$ cat config.mk
export PLATFORM = sky130hd
export DESIGN_NAME = cmm_front
export DESIGN_NICKNAME = d
export VERILOG_FILES = /design/src/rtl/assert_macros.svh /design/src/rtl/cmm_pkg.sv /design/src/rtl/cmm_front.sv
export SDC_FILE = /design/constraint.sdc
export NUM_CORES = 1
export LEC_CHECK = 0
export BUFFER_PORTS_ARGS = -buffer_cell sky130_fd_sc_hd__clkbuf_2
export CORE_AREA = 2 2 200 202
export DETAILED_ROUTE_END_ITERATION = 8
export DIE_AREA = 0 0 202 204
export GPL_TIMING_DRIVEN = 0
export PLACE_DENSITY = 0.81
export SLEW_MARGIN = 20
export SYNTH_ARGS = -nofsm -noshare
export SYNTH_HDL_FRONTEND = slang
export SYNTH_SLANG_ARGS = --single-unit
$ cat constraint.sdc
create_clock -name clock -period 9 [get_ports clock]
set_clock_uncertainty 0.15 [all_clocks]
set_input_delay 0 -clock clock [delete_from_list [all_inputs] [get_ports clock]]
set_output_delay 0 -clock clock [all_outputs]
set_load 0.005 [all_outputs]
$ cat src/rtl/assert_macros.svh
// Assertion macros shared by the RTL of the colour morphology filter.
// Depends on nothing; the including module provides clock and reset.
`ifndef ASSERT_MACROS_SVH
`define ASSERT_MACROS_SVH
`ifndef NO_ASSERTIONS
// Checked at every clock edge outside reset.
`define CMM_ASSERT(name, expr) \
   name: assert property (@(posedge clock) disable iff (reset) expr) \
      else $error("cmm assertion failed");
// Checked at every clock edge, reset included.
`define CMM_ASSERT_ALWAYS(name, expr) \
   name: assert property (@(posedge clock) expr) \
      else $error("cmm assertion failed");
`else
`define CMM_ASSERT(name, expr)
`define CMM_ASSERT_ALWAYS(name, expr)
`endif
`endif

$ cat src/rtl/cmm_pkg.sv
// Types, constants and helper functions of the colour morphology filter.
// Depends on nothing; used by every module of the block but cmm_ram.
package cmm_pkg;

   localparam int MAX_HALF  = 3;
   localparam int SPAN      = 2 * MAX_HALF + 1;
   localparam int LINES     = SPAN - 1;
   localparam int MAX_WIDTH = 1024;
   localparam int COL_W     = $clog2(MAX_WIDTH);
   localparam int ROW_W     = 17;
   localparam int OROW_W    = 16;
   localparam int PIX_W     = 24;
   localparam int CELLS     = SPAN * SPAN;
   localparam int Q_DEPTH   = 4;
   localparam int QPTR_W    = $clog2(Q_DEPTH);
   localparam int QCNT_W    = QPTR_W + 1;
   localparam int OUT_DEPTH = 8;
   localparam int OPTR_W    = $clog2(OUT_DEPTH);
   localparam int OCNT_W    = OPTR_W + 1;

   typedef enum logic [2:0] {
      REG_SHAPE   = 3'd0,
      REG_HALF    = 3'd1,
      REG_USE_MAX = 3'd2,
      REG_WIDTH   = 3'd3,
      REG_HEIGHT  = 3'd4
   } csr_reg_type;

   localparam logic [3:0] SHAPE_SQUARE  = 4'd0;
   localparam logic [3:0] SHAPE_DIAMOND = 4'd1;
   localparam logic [3:0] SHAPE_DISK    = 4'd2;
   localparam logic [3:0] SHAPE_VERT    = 4'd3;
   localparam logic [3:0] SHAPE_ANTI    = 4'd4;
   localparam logic [3:0] SHAPE_HORIZ   = 4'd5;
   localparam logic [3:0] SHAPE_DIAG    = 4'd6;
   localparam logic [3:0] SHAPE_CROSS   = 4'd7;
   localparam logic [3:0] SHAPE_PLUS    = 4'd8;

   typedef struct packed {
      logic [7:0] in_red;
      logic [7:0] in_green;
      logic [7:0] in_blue;
      logic       flush;
   } req_type;

   typedef struct packed {
      logic [7:0] out_red;
      logic [7:0] out_green;
      logic [7:0] out_blue;
      logic       frame_end;
   } rsp_type;

   // One classified item on its way from the front to the back.
   typedef struct packed {
      logic [PIX_W-1:0]  pix;
      logic [COL_W-1:0]  col;
      logic [OROW_W-1:0] orow;
      logic [COL_W-1:0]  ocol;
      logic              emit;
      logic              frame_end;
   } item_type;

   typedef struct packed {
      logic [10:0]      w_eff;
      logic [15:0]      h_eff;
      logic [1:0]       hs;
      logic             use_max;
      logic [CELLS-1:0] cell_mask;
   } cfg_type;

   typedef struct packed {
      logic [QCNT_W-1:0] q_count;
   } front_stat_type;

   typedef struct packed {
      logic [OCNT_W-1:0] fifo_count;
      logic [1:0]        inflight;
   } back_stat_type;

   // Element bits indexed by window cell: row j counts up from the newest
   // line, column k counts back from the newest pixel.
   function automatic logic [CELLS-1:0] build_cell_mask(input logic [3:0] kind,
                                                        input logic [1:0] hs);
      int dr, dc, ar, ac, h;
      logic on;
      logic [CELLS-1:0] m;
      h = int'(hs);
      m = '0;
      for (int j = 0; j < SPAN; j++) begin
         for (int k = 0; k < SPAN; k++) begin
            dr = h - j;
            dc = h - k;
            ar = (dr < 0) ? -dr : dr;
            ac = (dc < 0) ? -dc : dc;
            unique case (kind)
               SHAPE_SQUARE:  on = 1'b1;
               SHAPE_DIAMOND: on = (ar + ac) <= h;
               SHAPE_DISK:    on = (dr * dr + dc * dc) <= h * h;
               SHAPE_VERT:    on = dc == 0;
               SHAPE_ANTI:    on = dr == -dc;
               SHAPE_HORIZ:   on = dr == 0;
               SHAPE_DIAG:    on = dr == dc;
               SHAPE_CROSS:   on = (dr == dc) || (dr == -dc);
               SHAPE_PLUS:    on = (dr == 0) || (dc == 0);
               default:       on = (dr == 0) && (dc == 0);
            endcase
            if (j > 2 * h || k > 2 * h) begin
               on = 1'b0;
            end
            m[j * SPAN + k] = on;
         end
      end
      return m;
   endfunction

   function automatic logic [7:0] pick(input logic [7:0] a, input logic [7:0] b,
                                       input logic use_max);
      if (use_max) begin
         return (b > a) ? b : a;
      end
      return (b < a) ? b : a;
   endfunction

endpackage

$ cat src/rtl/cmm_front.sv
// Front end: frame position counters, item classification and the short
// queue towards the back end. Depends on cmm_pkg.
module cmm_front (
   input  logic                    clock,
   input  logic                    reset,
   input  cmm_pkg::cfg_type        cfg,
   input  logic                    push,
   output logic                    full,
   input  cmm_pkg::req_type        req_data,
   input  logic                    q_pop,
   output logic                    q_valid,
   output cmm_pkg::item_type       q_item,
   output cmm_pkg::front_stat_type stat
);
   import cmm_pkg::*;

   logic [COL_W-1:0]  col_ff, col_in;
   logic [ROW_W-1:0]  row_ff, row_in;
   logic [COL_W-1:0]  ocol_ff, ocol_in;
   logic [OROW_W-1:0] orow_ff, orow_in;
   item_type          q_ff [Q_DEPTH];
   logic [QPTR_W-1:0] wr_ptr_ff, wr_ptr_in, rd_ptr_ff, rd_ptr_in;
   logic [QCNT_W-1:0] count_ff, count_in;

   logic [COL_W-1:0]  wm1;
   logic [OROW_W-1:0] hm1;
   logic              accept, in_frame, reached, past, frame_last, q_push;
   item_type          item;
   logic [10:0]       wm1_wide;
   logic [27:0]       n_pos, lag_pos;

   assign full     = count_ff == QCNT_W'(Q_DEPTH);
   assign accept   = push && !full;
   assign wm1_wide = cfg.w_eff - 11'd1;
   assign wm1      = wm1_wide[COL_W-1:0];
   assign hm1      = cfg.h_eff - 16'd1;
   assign in_frame = row_ff < {1'b0, cfg.h_eff};
   // Linear frame position against the lag; the half size may exceed the
   // width, so the lag is formed in full rather than as a row and column.
   assign n_pos    = ({11'd0, row_ff} * {17'd0, cfg.w_eff}) + {18'd0, col_ff};
   assign lag_pos  = ({26'd0, cfg.hs} * {17'd0, cfg.w_eff}) + {26'd0, cfg.hs};
   assign reached  = n_pos >= lag_pos;
   assign past       = reached && (orow_ff >= cfg.h_eff);
   assign frame_last = (orow_ff == hm1) && (ocol_ff == wm1);

   always_comb begin
      col_in  = col_ff;
      row_in  = row_ff;
      ocol_in = ocol_ff;
      orow_in = orow_ff;
      q_push  = 1'b0;
      item.pix       = {req_data.in_red, req_data.in_green, req_data.in_blue};
      item.col       = col_ff;
      item.orow      = orow_ff;
      item.ocol      = ocol_ff;
      item.emit      = reached;
      item.frame_end = reached && frame_last;
      if (accept) begin
         priority if (in_frame && req_data.flush) begin
            // Early flush: dropped without effect.
         end else if (past) begin
            col_in  = '0;
            row_in  = '0;
            ocol_in = '0;
            orow_in = '0;
         end else begin
            q_push = 1'b1;
            if (col_ff == wm1) begin
               col_in = '0;
               row_in = row_ff + ROW_W'(1);
            end else begin
               col_in = col_ff + COL_W'(1);
            end
            if (reached) begin
               if (ocol_ff == wm1) begin
                  ocol_in = '0;
                  orow_in = orow_ff + OROW_W'(1);
               end else begin
                  ocol_in = ocol_ff + COL_W'(1);
               end
               if (frame_last) begin
                  col_in  = '0;
                  row_in  = '0;
                  ocol_in = '0;
                  orow_in = '0;
               end
            end
         end
      end
      wr_ptr_in = q_push ? wr_ptr_ff + QPTR_W'(1) : wr_ptr_ff;
      rd_ptr_in = q_pop ? rd_ptr_ff + QPTR_W'(1) : rd_ptr_ff;
      count_in  = count_ff + QCNT_W'(q_push) - QCNT_W'(q_pop);
   end

   always_ff @(posedge clock) begin
      if (reset) begin
         col_ff    <= '0;
         row_ff    <= '0;
         ocol_ff   <= '0;
         orow_ff   <= '0;
         wr_ptr_ff <= '0;
         rd_ptr_ff <= '0;
         count_ff  <= '0;
      end else begin
         col_ff    <= col_in;
         row_ff    <= row_in;
         ocol_ff   <= ocol_in;
         orow_ff   <= orow_in;
         wr_ptr_ff <= wr_ptr_in;
         rd_ptr_ff <= rd_ptr_in;
         count_ff  <= count_in;
      end
   end

   always_ff @(posedge clock) begin
      if (q_push) begin
         q_ff[wr_ptr_ff] <= item;
      end
   end

   assign q_valid      = count_ff != '0;
   assign q_item       = q_ff[rd_ptr_ff];
   assign stat.q_count = count_ff;
endmodule

==> results.sh <==
export IMPL_status="complete, no violations"
export IMPL_critPathArrivalTime_ns=8.90
export IMPL_place_ws_ns=-0.670
export IMPL_io_buffer_count=120
export IMPL_fin_nets=2456
export IMPL_period_share=0.964
export IMPL_drtIter0Drc=1398
export IMPL_min_path_type="in2reg"
export IMPL_critPathCaptureType="flop"
export IMPL_drv_slew=0
export IMPL_synth_edf_count=248
export IMPL_synth_avg_cell_area_um2=11.5
export IMPL_yosys_most_used_dff="edfxtp_1"
export IMPL_crit_required_ns=9.23
export IMPL_finalCriticalPeriod_ns=8.67
export IMPL_grt_util_all_layers=0.270
export IMPL_dr_pass1_iters=8
export IMPL_hpwl_mm=39.5
export IMPL_ys_top_cells_by_area="edfxtp_1 34%, fa_1 14%, ha_1 8.6%"
export IMPL_antenna_found_initial=0
export IMPL_p_leak_nw=10.1
export IMPL_ioPinCount=175
export IMPL_fin_ws_ns=0.327
export IMPL_worst_pin_slew_ns=0.922
export IMPL_syn_nets=2277
export IMPL_slew_headroom=0.385
export IMPL_yosys_warnings=0
export IMPL_max_freq_mhz=115
export IMPL_slowest_stage="fa_1"
export IMPL_drtAntennaViolNets=0
export IMPL_hold_slack_ns=0.0840
export IMPL_synthArstFlopShare=0
export IMPL_maxCapViolCount=0
export IMPL_worstSkewPairLatency_ns=0.52
export IMPL_die_w_um=202
export IMPL_mostFrequentLayoutCells="248 x edfxtp_1, 235 x inv_1, 165 x nand2_1, 149 x ha_1, 146 x fa_1"
export IMPL_diodes=0
export IMPL_wl_per_cell_um=21.1
export IMPL_hold_violations=0
export IMPL_rows=73
export IMPL_start_kind="flop"
export IMPL_area_growth_pct=11.6
export IMPL_die_height_um=204
export IMPL_worstPathMaxFanout=10
export IMPL_grt_first_pass_wirelength_mm=87.2
export IMPL_drive_above_1_share=0.149
export IMPL_wirelength_mm=54.7
export IMPL_synth_distinct_cells=85
export IMPL_num_vias=15400
export IMPL_netlist_area_um2=21600
export IMPL_ys_seq_elements=310
export IMPL_core_area_um2=39200
export IMPL_synth_seq_area_share=0.402
export IMPL_gp_congestion=0.932
export IMPL_synth_top_area_cell="edfxtp_1"
export IMPL_final_common_cell="edfxtp_1"
export IMPL_finalNonFillerCells=2595
export IMPL_p_per_area_nw_per_um2=125
export IMPL_numClockSinks=310
export IMPL_grt_start_max_net_pins=34
export IMPL_drc=0
export IMPL_finalInstanceArea_um2=24100
export IMPL_placed_area_um2=23000
export IMPL_initial_utilization=0.552
export IMPL_fin_util=0.616
export IMPL_netlist_area_leader_share=0.344
export IMPL_clk_path_buf_depth=3
export IMPL_cts_root_buffer="clkbuf_16"
export IMPL_crit_path_max_incr_delay_ns=0.58
export IMPL_via_per_inst=5.92
export IMPL_setup_viol=0
export IMPL_cts_buffers=25
export IMPL_h_tree_depth=1
export IMPL_crit_type="reg2reg"
export IMPL_grt_pass1_vias=15700
export IMPL_cts_tree="built"
export IMPL_dpl_cell_count=2522
export IMPL_peakVddDrop_mv=0.112
export IMPL_synth_cells=1873
export IMPL_grt_overflow=0
export IMPL_path_clk_slew_ns=0.08
export IMPL_die_area_um2=41200
==> report_power, final <==
group          switching (mW)  total [mW]  internal (mW)
clock                   0.510        1.09          0.577
sequential             0.0167        1.57           1.55
combinational           0.206       0.364          0.157
==> stage by stage <==
stage,TNS [ns],power (mW)
2_1_floorplan,0,1.81
3_3_place_gp,-450.60,1.92
3_5_place_dp,-19.53,1.93
4_1_cts,0,3.02
5_1_grt,-0.0110,3.10
6_report,0,3.02
==> per-layer routing <==
metal,track usage,up-vias,share of wire
li1,-,6934,-
met1,0.340,7583,0.38
met5,0,-,0
met4,0.0874,0,0.032
met3,0.0273,125,0.066
met2,0.489,714,0.52
==> critical path, delay by kind of cell (launching register included) <==
| kind | cells | cell delay, ns |
|---|---|---|
| simple gates | 9 | 1.46 |
| flops | 1 | 0.40 |
| compound gates | 8 | 1.57 |
| xor+xnor | 3 | 0.56 |
| buf+inv | 6 | 0.44 |
| fa+ha+maj | 10 | 3.95 |
==> kinds of logic after synthesis <==
logic type                 after synthesis  synth area share
DFF                                    310             0.402
xor gates and xnor gates                82            0.0332
and+or+nand+nor                        547             0.131
AOI/OAI and AO/OA                      244            0.0818
buffers and inverters                  326            0.0623
muxes                                   68            0.0675
adders and majority gates              296             0.222
==> sequential cells by signal (all words and copies together), names as in the netlist, named ones only <==
| register | cells |
|---|---|
| q_ff | 248 |
| row_ff | 17 |
| orow_ff | 16 |
| col_ff | 10 |
| ocol_ff | 10 |
| stat | 3 |
| rd_ptr_ff | 2 |
| wr_ptr_ff | 2 |
==> synthesized netlist by cell type, types with 6 or more instances <==
cell type / n
buf_6: 11
a21oi_1: 49
nand2_1: 165
nor4_1: 7
a211oi_1: 9
a32o_1: 9
o211ai_1: 10
nand4_1: 33
a211o_1: 14
inv_1: 235
a21o_1: 27
nor2b_1: 10
dfxtp_1: 62
o21a_1: 9
o21bai_1: 7
ha_1: 149
o21ai_0: 39
or3_1: 12
mux4_2: 62
and3_1: 26
clkbuf_1: 55
nand3_1: 34
buf_1: 11
xor2_1: 34
xnor2_1: 48
o22ai_1: 6
edfxtp_1: 248
and2_1: 112
nor2_1: 74
nor3_1: 27
nand2b_1: 10
a31oi_1: 8
fa_1: 147
==> area by class of cell <==
class / instances / area, um^2
Buffer: 88 / 482
Clock buffer: 27 / 633
Clock inverter: 18 / 169
Fill cell: 2907 / 15100
Inverter: 237 / 890
Multi-Input combinational cell: 1237 / 11600
Sequential cell: 310 / 8700
Tap cell: 525 / 657
Timing Repair Buffer: 153 / 963
==> final timing paths <==
| path | startpoint | to | slack (ns) | cells after the start |
|---|---|---|---|---|
| max | row_ff[2]$_SDFFE_PP0P_ | stat[2]$_SDFF_PP0_ | 0.33 | 36 |
| min | req_data[12] | q_ff[2][49]$_DFFE_PP_ | 0.08 | 2 |
| max reg2reg | row_ff[2]$_SDFFE_PP0P_ | stat[2]$_SDFF_PP0_ | 0.33 | 36 |
| min reg2reg | ocol_ff[7]$_SDFFE_PP0P_ | q_ff[3][9]$_DFFE_PP_ | 0.39 | 0 |
==> timing repair <==
| item | CTS | global route |
|---|---|---|
| pin swaps | 1 | 3 |
| setup buffers | 2 | 1 |
| gates resized for setup | 15 | 29 |
| hold buffers | 26 | 0 |
| endpoints found under the setup margin | 134 | 2 |
| endpoints found under the hold margin | 101 | 0 |
No activity file was read; power rests on OpenSTA's default activity.
